===== src/rtl/core/i2c_dac_command_formatter_unit_macros.svh =====
// Assertion macros for the I2C DAC command formatter.
// Checks compile away when SYNTHESIS is defined; no other dependencies.
`ifndef I2C_DAC_COMMAND_FORMATTER_UNIT_MACROS_SVH
`define I2C_DAC_COMMAND_FORMATTER_UNIT_MACROS_SVH
`ifndef SYNTHESIS
// same-cycle implication
`define I2CDAC_ASSERT_IMP(lbl, clk, rst, ante, cons) \
  lbl: assert property (@(posedge clk) disable iff (rst) (ante) |-> (cons)) \
    else $error("i2cdac: same-cycle check failed");
// next-cycle implication
`define I2CDAC_ASSERT_NXT(lbl, clk, rst, ante, cons) \
  lbl: assert property (@(posedge clk) disable iff (rst) (ante) |=> (cons)) \
    else $error("i2cdac: next-cycle check failed");
`else
`define I2CDAC_ASSERT_IMP(lbl, clk, rst, ante, cons)
`define I2CDAC_ASSERT_NXT(lbl, clk, rst, ante, cons)
`endif
`endif


===== src/rtl/core/i2cdac_pkg.sv =====
// Shared types and constants for the I2C DAC command formatter.
// No dependencies; used by i2cdac_div_lane and the top level.
`timescale 1ns / 1ps
`default_nettype none
package i2cdac_pkg;

  // request modes
  localparam logic [2:0] MODE_RAW    = 3'd0;
  localparam logic [2:0] MODE_PCT    = 3'd1;
  localparam logic [2:0] MODE_MV     = 3'd2;
  localparam logic [2:0] MODE_REG    = 3'd3;
  localparam logic [2:0] MODE_REG_EE = 3'd4;
  localparam logic [2:0] MODE_PD     = 3'd5;
  localparam logic [2:0] MODE_PD_EE  = 3'd6;

  // frame lengths
  localparam logic [1:0] FLEN_NONE = 2'd0;
  localparam logic [1:0] FLEN_FAST = 2'd2;
  localparam logic [1:0] FLEN_REG  = 2'd3;

  // register-mode command bytes
  localparam logic [7:0] CMD_WRITE_DAC    = 8'h40;
  localparam logic [7:0] CMD_WRITE_DAC_EE = 8'h60;

  localparam logic [15:0] CODE_MAX     = 16'd4095;
  localparam logic [15:0] PCT_FULL     = 16'd10000;
  localparam logic [15:0] MAX_MV_RESET = 16'd5000;

  // serial divider geometry: numerator < denominator * 2**QUO_W always holds
  localparam int NUM_W     = 28;
  localparam int DEN_W     = 16;
  localparam int QUO_W     = 16;
  localparam int DIV_STEPS = QUO_W;
  localparam int CNT_W     = $clog2(DIV_STEPS);

  typedef logic [NUM_W-1:0] numer_t;
  typedef logic [DEN_W-1:0] denom_t;
  typedef logic [QUO_W-1:0] quot_t;

  typedef enum logic [6:0] {
    S_IDLE  = 7'b0000001,
    S_PREP  = 7'b0000010,
    S_DIV1  = 7'b0000100,
    S_APPLY = 7'b0001000,
    S_LOAD2 = 7'b0010000,
    S_DIV2  = 7'b0100000,
    S_DONE  = 7'b1000000
  } state_t;

  typedef struct packed {
    logic load;
    logic step;
  } lane_ctrl_t;

endpackage
`default_nettype wire


===== src/rtl/core/i2c_dac_command_formatter_unit.sv =====
// Each request passes prep, an optional conversion divide, apply and a readback divide;
// percent and millivolt requests that need conversion take two 16-step divides, others one.
// One request at a time; the next is taken once the previous has left the core,
// while its result may still wait in the output register.
// Synchronous reset clears code cache, power-down mode and sets full scale 5000 mV.
`timescale 1ns / 1ps
`default_nettype none
`include "i2c_dac_command_formatter_unit_macros.svh"
module i2c_dac_command_formatter_unit (
  input  wire logic        clk,
  input  wire logic        rst,
  input  wire logic        cfg_we,
  input  wire logic [15:0] cfg_wdata,
  input  wire logic        in_valid,
  output logic             in_ready,
  input  wire logic [2:0]  mode,
  input  wire logic [16:0] value,
  output logic             out_valid,
  input  wire logic        out_ready,
  output logic             status,
  output logic             frame_valid,
  output logic [1:0]       frame_len,
  output logic [7:0]       frame_byte0,
  output logic [7:0]       frame_byte1,
  output logic [7:0]       frame_byte2,
  output logic [11:0]      dac_code,
  output logic [13:0]      percent_x100,
  output logic [15:0]      voltage_mv
);

  i2cdac_pkg::state_t state;
  logic [i2cdac_pkg::CNT_W-1:0] cnt;
  logic                         cnt_last;

  logic [15:0] max_mv;
  logic [11:0] last_code;
  logic [1:0]  pd_mode;

  logic [2:0]  mode_r;
  logic [16:0] value_r;
  logic [15:0] cand;
  logic        err;
  logic        conv;
  logic [15:0] code_in;

  // staged result
  logic        st_status;
  logic        st_fvalid;
  logic [1:0]  st_flen;
  logic [7:0]  st_b0;
  logic [7:0]  st_b1;
  logic [7:0]  st_b2;

  // prep decode
  logic        prep_err;
  logic        prep_div;
  logic [15:0] prep_cand;

  // apply decode
  logic        ap_status;
  logic        ap_emit;
  logic        ap_reg;
  logic        ap_pd_we;
  logic [11:0] ap_code;
  logic [1:0]  ap_pd;
  logic [7:0]  ap_cmd;

  i2cdac_pkg::lane_ctrl_t ctrl_a;
  i2cdac_pkg::lane_ctrl_t ctrl_b;
  i2cdac_pkg::numer_t     numer_a;
  i2cdac_pkg::numer_t     numer_b;
  i2cdac_pkg::denom_t     denom_a;
  i2cdac_pkg::quot_t      quot_a;
  i2cdac_pkg::quot_t      quot_b;

  assign in_ready = (state == i2cdac_pkg::S_IDLE);
  assign cnt_last = (cnt == i2cdac_pkg::CNT_W'(i2cdac_pkg::DIV_STEPS - 1));
  // converted code comes straight from lane A
  assign code_in  = conv ? quot_a : cand;

  always_comb begin
    prep_err  = 1'b0;
    prep_div  = 1'b0;
    prep_cand = value_r[15:0];
    unique case (mode_r) inside
      i2cdac_pkg::MODE_RAW: begin
        prep_err = value_r[16];
      end
      i2cdac_pkg::MODE_PCT: begin
        prep_err = value_r[16] || (value_r[15:0] > i2cdac_pkg::PCT_FULL);
        prep_div = !prep_err;
      end
      i2cdac_pkg::MODE_MV: begin
        prep_err = value_r[16];
        if (!value_r[16]) begin
          if (value_r[15:0] >= max_mv) begin
            prep_cand = i2cdac_pkg::CODE_MAX;
          end else begin
            prep_div = 1'b1;
          end
        end
      end
      i2cdac_pkg::MODE_REG, i2cdac_pkg::MODE_REG_EE: begin
        prep_err = value_r[16] || (value_r[15:0] > i2cdac_pkg::CODE_MAX);
      end
      default: begin
      end
    endcase
  end

  // raw, percent and millivolt requests skip a repeat before the range check
  always_comb begin
    ap_status = 1'b0;
    ap_emit   = 1'b0;
    ap_reg    = 1'b0;
    ap_pd_we  = 1'b0;
    ap_code   = code_in[11:0];
    ap_pd     = pd_mode;
    ap_cmd    = i2cdac_pkg::CMD_WRITE_DAC;
    unique case (mode_r) inside
      i2cdac_pkg::MODE_RAW, i2cdac_pkg::MODE_PCT, i2cdac_pkg::MODE_MV: begin
        if (err) begin
          ap_status = 1'b1;
        end else if (code_in == {4'b0, last_code}) begin
          ap_emit = 1'b0;
        end else if (code_in > i2cdac_pkg::CODE_MAX) begin
          ap_status = 1'b1;
        end else begin
          ap_emit = 1'b1;
        end
      end
      i2cdac_pkg::MODE_REG, i2cdac_pkg::MODE_REG_EE: begin
        ap_status = err;
        ap_emit   = !err;
        ap_reg    = 1'b1;
        if (mode_r == i2cdac_pkg::MODE_REG_EE) begin
          ap_cmd = i2cdac_pkg::CMD_WRITE_DAC_EE;
        end
      end
      i2cdac_pkg::MODE_PD, i2cdac_pkg::MODE_PD_EE: begin
        ap_emit  = 1'b1;
        ap_reg   = 1'b1;
        ap_pd_we = 1'b1;
        ap_pd    = value_r[1:0];
        ap_code  = last_code;
        if (mode_r == i2cdac_pkg::MODE_PD_EE) begin
          ap_cmd = i2cdac_pkg::CMD_WRITE_DAC_EE;
        end
      end
      default: begin
      end
    endcase
  end

  // lane A: code conversion, then percentage; lane B: millivolts
  always_comb begin
    ctrl_a.load = ((state == i2cdac_pkg::S_PREP) && prep_div) ||
                  (state == i2cdac_pkg::S_LOAD2);
    ctrl_a.step = (state == i2cdac_pkg::S_DIV1) || (state == i2cdac_pkg::S_DIV2);
    ctrl_b.load = (state == i2cdac_pkg::S_LOAD2);
    ctrl_b.step = (state == i2cdac_pkg::S_DIV2);
    if (state == i2cdac_pkg::S_LOAD2) begin
      numer_a = i2cdac_pkg::NUM_W'(last_code) * i2cdac_pkg::NUM_W'(i2cdac_pkg::PCT_FULL);
      denom_a = i2cdac_pkg::CODE_MAX;
    end else begin
      numer_a = i2cdac_pkg::NUM_W'(value_r[15:0]) * i2cdac_pkg::NUM_W'(i2cdac_pkg::CODE_MAX);
      denom_a = (mode_r == i2cdac_pkg::MODE_PCT) ? i2cdac_pkg::PCT_FULL : max_mv;
    end
    numer_b = i2cdac_pkg::NUM_W'(last_code) * i2cdac_pkg::NUM_W'(max_mv);
  end

  i2cdac_div_lane u_lane_a (
    .clk   (clk),
    .ctrl  (ctrl_a),
    .numer (numer_a),
    .denom (denom_a),
    .quot  (quot_a)
  );

  i2cdac_div_lane u_lane_b (
    .clk   (clk),
    .ctrl  (ctrl_b),
    .numer (numer_b),
    .denom (i2cdac_pkg::CODE_MAX),
    .quot  (quot_b)
  );

  always_ff @(posedge clk) begin
    if (rst) begin
      state     <= i2cdac_pkg::S_IDLE;
      cnt       <= '0;
      max_mv    <= i2cdac_pkg::MAX_MV_RESET;
      last_code <= '0;
      pd_mode   <= '0;
      out_valid <= 1'b0;
    end else begin
      if (cfg_we) begin
        max_mv <= cfg_wdata;
      end
      if (out_valid && out_ready && (state != i2cdac_pkg::S_DONE)) begin
        out_valid <= 1'b0;
      end
      unique case (state)
        i2cdac_pkg::S_IDLE: begin
          if (in_valid) begin
            mode_r  <= mode;
            value_r <= value;
            state   <= i2cdac_pkg::S_PREP;
          end
        end
        i2cdac_pkg::S_PREP: begin
          err  <= prep_err;
          cand <= prep_cand;
          conv <= prep_div;
          cnt  <= '0;
          state <= prep_div ? i2cdac_pkg::S_DIV1 : i2cdac_pkg::S_APPLY;
        end
        i2cdac_pkg::S_DIV1: begin
          cnt <= cnt + 1'b1;
          if (cnt_last) begin
            state <= i2cdac_pkg::S_APPLY;
          end
        end
        i2cdac_pkg::S_APPLY: begin
          // after a conversion the quotient sits in lane A
          if (ap_emit) begin
            last_code <= ap_code;
          end
          if (ap_pd_we) begin
            pd_mode <= ap_pd;
          end
          st_status <= ap_status;
          st_fvalid <= ap_emit;
          if (!ap_emit) begin
            st_flen <= i2cdac_pkg::FLEN_NONE;
            st_b0   <= '0;
            st_b1   <= '0;
            st_b2   <= '0;
          end else if (ap_reg) begin
            st_flen <= i2cdac_pkg::FLEN_REG;
            st_b0   <= ap_cmd | {5'b0, ap_pd, 1'b0};
            st_b1   <= ap_code[11:4];
            st_b2   <= {ap_code[3:0], 4'b0};
          end else begin
            st_flen <= i2cdac_pkg::FLEN_FAST;
            st_b0   <= {2'b0, ap_pd, ap_code[11:8]};
            st_b1   <= ap_code[7:0];
            st_b2   <= '0;
          end
          state <= i2cdac_pkg::S_LOAD2;
        end
        i2cdac_pkg::S_LOAD2: begin
          cnt   <= '0;
          state <= i2cdac_pkg::S_DIV2;
        end
        i2cdac_pkg::S_DIV2: begin
          cnt <= cnt + 1'b1;
          if (cnt_last) begin
            state <= i2cdac_pkg::S_DONE;
          end
        end
        i2cdac_pkg::S_DONE: begin
          if (!out_valid || out_ready) begin
            out_valid <= 1'b1;
            state     <= i2cdac_pkg::S_IDLE;
          end
        end
        default: begin
          state <= i2cdac_pkg::S_IDLE;
        end
      endcase
    end
  end

  // result register, loaded as the request leaves the core
  always_ff @(posedge clk) begin
    if ((state == i2cdac_pkg::S_DONE) && (!out_valid || out_ready)) begin
      status       <= st_status;
      frame_valid  <= st_fvalid;
      frame_len    <= st_flen;
      frame_byte0  <= st_b0;
      frame_byte1  <= st_b1;
      frame_byte2  <= st_b2;
      dac_code     <= last_code;
      percent_x100 <= quot_a[13:0];
      voltage_mv   <= quot_b;
    end
  end

  // handshake ready only between requests
  `I2CDAC_ASSERT_NXT(a_busy_after_req, clk, rst, in_valid && in_ready, !in_ready)
  // a rejected value never carries a frame
  `I2CDAC_ASSERT_IMP(a_err_no_frame, clk, rst, out_valid && status, !frame_valid && frame_len == i2cdac_pkg::FLEN_NONE)
  // emitted frames are fast or register mode
  `I2CDAC_ASSERT_IMP(a_frame_len, clk, rst, out_valid && frame_valid, frame_len == i2cdac_pkg::FLEN_FAST || frame_len == i2cdac_pkg::FLEN_REG)
  // percentage divide stays within full scale
  `I2CDAC_ASSERT_IMP(a_pct_range, clk, rst, out_valid, percent_x100 <= 14'd10000)

endmodule
`default_nettype wire


===== src/rtl/core/i2cdac_div_lane.sv =====
// Radix-2 restoring divider lane: one quotient bit per step.
// Depends on i2cdac_pkg for widths and the control struct.
`timescale 1ns / 1ps
`default_nettype none
module i2cdac_div_lane (
  input  wire logic                   clk,
  input  wire i2cdac_pkg::lane_ctrl_t ctrl,
  input  wire i2cdac_pkg::numer_t     numer,
  input  wire i2cdac_pkg::denom_t     denom,
  output i2cdac_pkg::quot_t           quot
);

  logic [i2cdac_pkg::DEN_W-1:0] rem;
  logic [i2cdac_pkg::QUO_W-1:0] sh;
  logic [i2cdac_pkg::DEN_W-1:0] den;
  logic [i2cdac_pkg::DEN_W:0]   trial;
  logic                         qbit;
  logic [i2cdac_pkg::DEN_W:0]   diff;

  always_comb begin
    trial = {rem, sh[i2cdac_pkg::QUO_W-1]};
    qbit  = (trial >= {1'b0, den});
    diff  = trial - {1'b0, den};
  end

  // upper numerator bits seed the remainder, lower bits shift in one a step
  always_ff @(posedge clk) begin
    if (ctrl.load) begin
      rem <= i2cdac_pkg::DEN_W'(numer[i2cdac_pkg::NUM_W-1:i2cdac_pkg::QUO_W]);
      sh  <= numer[i2cdac_pkg::QUO_W-1:0];
      den <= denom;
    end else if (ctrl.step) begin
      rem <= qbit ? diff[i2cdac_pkg::DEN_W-1:0] : trial[i2cdac_pkg::DEN_W-1:0];
      sh  <= {sh[i2cdac_pkg::QUO_W-2:0], qbit};
    end
  end

  assign quot = sh;

endmodule
`default_nettype wire

===== config.mk =====
export PLATFORM = sky130hd
export DESIGN_NAME = i2c_dac_command_formatter_unit
export DESIGN_NICKNAME = d
export VERILOG_FILES = /design/src/rtl/core/i2cdac_pkg.sv /design/src/rtl/core/i2c_dac_command_formatter_unit.sv /design/src/rtl/core/i2cdac_div_lane.sv
export VERILOG_INCLUDE_DIRS = /design/src /design/src/rtl/core
export SDC_FILE = /design/constraint.sdc
export NUM_CORES = 1
export LEC_CHECK = 0
export BUFFER_PORTS_ARGS = -buffer_cell sky130_fd_sc_hd__buf_2
export CAP_MARGIN = 20
export CORE_UTILIZATION = 25
export CTS_CLUSTER_DIAMETER = 40
export CTS_CLUSTER_SIZE = 8
export DETAILED_ROUTE_END_ITERATION = 7
export GPL_ROUTABILITY_DRIVEN = 0
export PLACE_DENSITY = 0.4
export SYNTH_ARGS = -nofsm -noshare
export SYNTH_HDL_FRONTEND = slang
export SYNTH_SLANG_ARGS = --single-unit

===== constraint.sdc =====
create_clock -name clk -period 16.6 [get_ports clk]
set_input_delay 0.83 -clock clk [delete_from_list [all_inputs] [get_ports clk]]
set_output_delay 0.83 -clock clk [all_outputs]
set_load 0.02 [all_outputs]

# Word level (Yosys, flattened, before mapping)
# Index checks and enable logic that the tools add are counted.
[word_totals] input_bits=41 memories=0 latch_bits=0 word_cells=149 register_bits=258 output_inout_bits=72 mem_bits_rw=0 rom_bits=0
[op_classes] n_bitwise=2 multipliers=3 reduce_logical=31 div=0 order_cmp=6 muxes=48 addsub=3 n_eq_ne=20 n_shift=0
[op_table] operator="2-to-1 mux 16 bit" n=10
[op_table] operator="2-to-1 mux 12 bit" n=5
[op_table] operator="case mux 7 bit (7 select lines)" n=1
[op_table] operator="greater-than comparator 16 x 12 -> 1 bit (second input constant)" n=2
[op_table] operator="multiplier 12 x 16 -> 28 bit" n=1
[op_table] operator="multiplier 16 x 12 -> 28 bit (second input constant)" n=1
[op_table] operator="2-to-1 mux 28 bit" n=1
[op_table] operator="2-to-1 mux 7 bit" n=4
[op_table] operator="multiplier 12 x 10 -> 22 bit (second input constant)" n=1
[op_table] operator="2-to-1 mux 6 bit" n=3
[op_table] operator="greater-or-equal comparator 17 x 12 -> 1 bit (second input constant)" n=1
[op_table] operator="greater-or-equal comparator 17 x 16 -> 1 bit" n=1
[op_table] operator="== test 16 x 12 -> 1 bit" n=1
[op_table] operator="greater-or-equal comparator 16 bit" n=1
[op_table] operator="greater-than comparator 16 x 14 -> 1 bit (second input constant)" n=1
[op_table] operator="subtractor 16 x 12 -> 16 bit (second input constant)" n=1
[op_table] operator="subtractor 16 bit" n=1
[op_table] operator="2-to-1 mux 1 bit" n=14
[op_table] operator="2-to-1 mux 14 bit" n=1
[op_table] operator="case mux 6 bit (2 select lines)" n=1
[op_table] operator="OR reduction 2 bit" n=6
[op_table] operator="AND reduction 2 bit" n=5
[op_table] operator="== test 3 bit (second input constant)" n=3
[op_table] operator="2-to-1 mux 8 bit" n=1
[op_table] operator="other kinds (30)" n=46

# Longest topological paths before layout
[logic_depth] word_depth=7 depth_mapped=22

# By module
# Synthesis repeated with hierarchy kept, for this count alone.
[unflattened] cells_unflattened=2437 hier_area_um2=24791.3
[by_module_without_submodules] mod="i2c_dac_command_formatter_unit" instances=1 seq_area_each_um2=4624.4 cells_per_inst=1973 area_each_um2=19253.5
[by_module_without_submodules] mod="i2cdac_div_lane" instances=2 seq_area_each_um2=1401.3 cells_per_inst=232 area_each_um2=2768.9

# Least setup slack after synthesis
# Ideal clock, no wire load.
[synth_timing] kind="register to register" from="reg last_code[5]" to="reg u_lane_b.rem[11] (netlist bit), data pin" arrival_time_ns=5.969 setup_slack_ns=10.357 period_less_slack_ns=6.243 path_stages_with_launch=21 path_cell_list="dfxtp_1 clkbuf_1 buf_1 nand2_1 fa_1 fa_1 fa_1 inv_1 fa_1 inv_1 fa_1 inv_1 ha_1 a2111oi_4 o21ai_2 a41o_1 a41o_1 a221o_1 o31ai_4 mux2i_1 a2111oi_2"
[synth_between] elab_chain_cells=2
[synth_rtl] element="start: declaration" line="i2c_dac_command_formatter_unit.sv:36" source="logic [11:0] last_code;"
[synth_rtl] element="start signal: assignment" line="i2c_dac_command_formatter_unit.sv:227" source="last_code <= ap_code;"
[synth_rtl] element="multiplier 12 x 16 -> 28 bit" line="i2c_dac_command_formatter_unit.sv:169" source="numer_b = i2cdac_pkg::NUM_W'(last_code) * i2cdac_pkg::NUM_W'(max_mv);"
[synth_rtl] element="2-to-1 mux 12 bit" line="i2cdac_div_lane.sv:28" source="if (ctrl.load) begin"
[synth_rtl] element="end signal: assignment" line="i2cdac_div_lane.sv:29" source="rem <= i2cdac_pkg::DEN_W'(numer[i2cdac_pkg::NUM_W-1:i2cdac_pkg::QUO_W]);"
[synth_rtl] element="end signal: assignment" line="i2cdac_div_lane.sv:33" source="rem <= qbit ? diff[i2cdac_pkg::DEN_W-1:0] : trial[i2cdac_pkg::DEN_W-1:0];"
[synth_rtl] element="end: declaration" line="i2cdac_div_lane.sv:13" source="logic [i2cdac_pkg::DEN_W-1:0] rem;"
# Every way passes these cells.
# A chain may end at the register's enable or synchronous reset.

# Worst setup path in the final report
[layout_timing] from="reg last_code[8]" to="reg u_lane_b.rem[8] (netlist bit), data pin"
# Same word-level chain as after synthesis.

==> flow_summary.toml <==
[worst_setup_path]
cp_max_fo = 17
startpoint_type = "flip-flop"
worstSetupPathType = "reg2reg"
required_ns = 16.92
endpoint_kind = "flip-flop"
arrival_ns = 7.25

[timing]
tightest_slew_ns = 1.01
min_period_ns = 6.93
grt_setup_unrepaired = "false"
fin_setup_tns_ns = 0
post-route-period-util_pct = 41.8
hold_violations = 0
slew_headroom_pct = 32.7
final_max_slew_viol_count = 0
setup_viol = 0
skew_ns = 0.0244
fmax_mhz = 144

[routing]
wl_mm = 70.1
avgRoutedWirePerCell_microns = 18.6
drt_iter0_markers = 835
vias_per_cell = 4.54
ant_nets = 0
first_pass_iters = 5
vias = 17100
drc = 0

[clock_tree]
cts_resized = 0
cts_num_sinks = 248
root_buffer = "clkbuf_16"
postCtsSetupBuffers = 0
path_clk_slew_ns = 0.05
clk-insertion-delay-late_ns = 0.62
cts_tree = "done"
cts_buffers = 58
ctsLongestPathBuffers = 3
hold_buffers = 0
htree_levels = 2

[synth]
ys_types = 79
synth_async_sr_flop_share_pct = 0
ys.flop_type = "edfxtp_1"
ys_top_cells_by_count = "421 x inv_1, 260 x fa_1, 235 x nand2_1"
synth_top_cell_by_area = "edfxtp_1"
synthesis.area_sq_mm = 0.0234
synth_seq_cells = 248
synth.most_common_cell = "inv_1"
synth.top_cell.area_share_pct = 25.4
synthTopCellsByArea = "edfxtp_1 25%, fa_1 22%, ha_1 12%, inv_1 6.7%, dfxtp_1 4.3%"
netlist_instances = 2367
syn_avg_cell_area_sq_um = 9.90
synth_edf_count = 198
yosysWarnings = 0
yosysSeqAreaShare_pct = 29.6

[pwr]
irDropWorstVdd_v = 0.000116
power_mw = 3.34
p_leak_nw = 12.6
power.density_mw_per_mm2 = 122

[placement]
place_hpwl_mm = 55.8
io_buffers = 107

[grt]
grt.total_usage_pct = 15.1
grt_pass1_wl_mm = 109
grt_max_degree = 58
use_met1_pct = 19.5
grt_util_met3_pct = 1.80
met2_usage_pct = 26.6
gr-total-overflow = 0
grt_busiest_layer = "met2"
antenna_found_initial = 1
grt_pass1_vias = 18400

[floorplan]
initial_utilization_pct = 25.4
row_count = 111
fp.dieH_microns = 308
coreArea_sq_mm = 0.0922
die_w_microns = 308
die-area_sq_mm = 0.0950
ios = 113

[job]
maxCapViolations = 0

[cells_and_area]
regArea_sq_mm = 0.00695
area_growth_pct = 16.9
drive_above_1_share_pct = 10.9
n_fill_cell = 9724
multi_input_area_sq_mm = 0.0145
post-route-util_pct = 29.7
nets = 3006

[status]
outcome = "completed"

[hold_path]
hold_class = "in2reg"
-- routing by layer --
metal / vias to the layer above / wire [microns]
li1: 8034 / -
met1: 8678 / 31200
met2: 305 / 35300
met3: 78 / 2310
met4: 0 / 1290
met5: - / 0
-- state kept, by name (all words and copies together) (netlist names), 8 cells and up --
| register | count |
|---|---|
| u_lane_a.quot | 16 |
| u_lane_b.rem | 16 |
| u_lane_b.quot | 16 |
| percent_x100 | 14 |
| last_code | 12 |
| voltage_mv | 16 |
| u_lane_a.rem | 16 |
| frame_byte1 | 8 |
| cand | 16 |
| max_mv | 16 |
| u_lane_a.den | 16 |
| st_b1 | 8 |
| value_r | 17 |
| dac_code | 12 |
-- area by class of cell --
cell class | instances | area share [%]
repair buffers | 137 | 2.83
well taps | 1243 | 5.68
diodes | 1 | 0.00914
clock inverters | 39 | 1.59
flip-flops and latches | 248 | 25.4
multi-input cells | 1607 | 53.1
inverters | 426 | 5.84
clock buffers | 68 | 5.59
-- critical path, stage by stage (launching register included) --
cell and delay [ns]:
dfxtp_1 0.92, clkinv_1 0.60, nor2_1 0.41, fa_1 0.44, inv_1 0.08, fa_1 0.40
inv_1 0.09, fa_1 0.42, fa_1 0.55, inv_1 0.05, fa_1 0.53, inv_1 0.05
ha_1 0.34, nand2_1 0.06, o21ai_0 0.14, o21ai_0 0.18, a211oi_1 0.74, a31oi_1 0.18
a21oi_1 0.20, xnor2_1 0.15, o21ai_0 0.09
-- layout by cell type, fill, tap and decap left out, types with 9 or more instances in the layout --
cell and n:
dfxtp_1 50, mux2_2 9, buf_4 28, xnor2_1 58, nand2b_1 15, or3_1 13, xor2_1 36, or2_2 16
nand2_1 234, o211ai_1 14, ha_1 227, fa_1 260, a31oi_1 11, inv_1 421, clkbuf_16 59, buf_2 107
nor3_1 31, a21oi_1 85, clkinv_4 14, a211oi_1 32, and3_1 16, and2_1 38, nor2_1 177, edfxtp_1 198
o21bai_1 9, o21a_1 15, nand4_1 12, o21ai_0 73, a21o_1 28, nand3_1 37, mux2i_1 38
-- report_power, final --
part	switching (mW)	internal, mW	total [mW]	leakage, nW
clock network	0.393	0.739	1.13	0.940
logic	0.911	0.605	1.52	9.48
registers	0.0217	0.675	0.697	2.20
-- metrics by stage --
stage / setup slack, ns / hold slack, ns / instances / instance area, sq um
after CTS: 9.54 / 0.333 / 3767 / 27400
final: 9.67 / 0.382 / 3769 / 27400
after floorplan: 10.36 / 0.400 / 2371 / 23400
after detailed placement: 9.55 / 0.407 / 3660 / 25400
after global routing: 9.01 / 0.344 / 3768 / 27400
after global placement: 9.64 / 0.407 / 3658 / 25400
-- final timing paths --
kind,startpoint,end,slack (ns),depth (start not counted)
min,value[12],value_r[12],0.38,1
min reg2reg,st_b1[3],frame_byte1[3],0.41,0
max,last_code[8],u_lane_b.rem[8],9.67,20
max reg2reg,last_code[8],u_lane_b.rem[8],9.67,20
-- cells by family (layout without fill, tap and decap cells) --
kind of cell | count (synthesis) | in the layout | synth area share [%]
adder cells (fa/ha/maj) | 487 | 487 | 34.3
AO/OA/AOI/OAI | 339 | 339 | 9.57
AND/OR/NAND/NOR | 635 | 635 | 12.4
buffers and inverters | 516 | 670 | 8.45
multiplexers | 47 | 47 | 2.06
other | 1 | 6 | 0.0160
XOR/XNOR | 94 | 94 | 3.51
flip-flops | 248 | 248 | 29.6
Note: power is estimated with default switching activity, not from simulation.
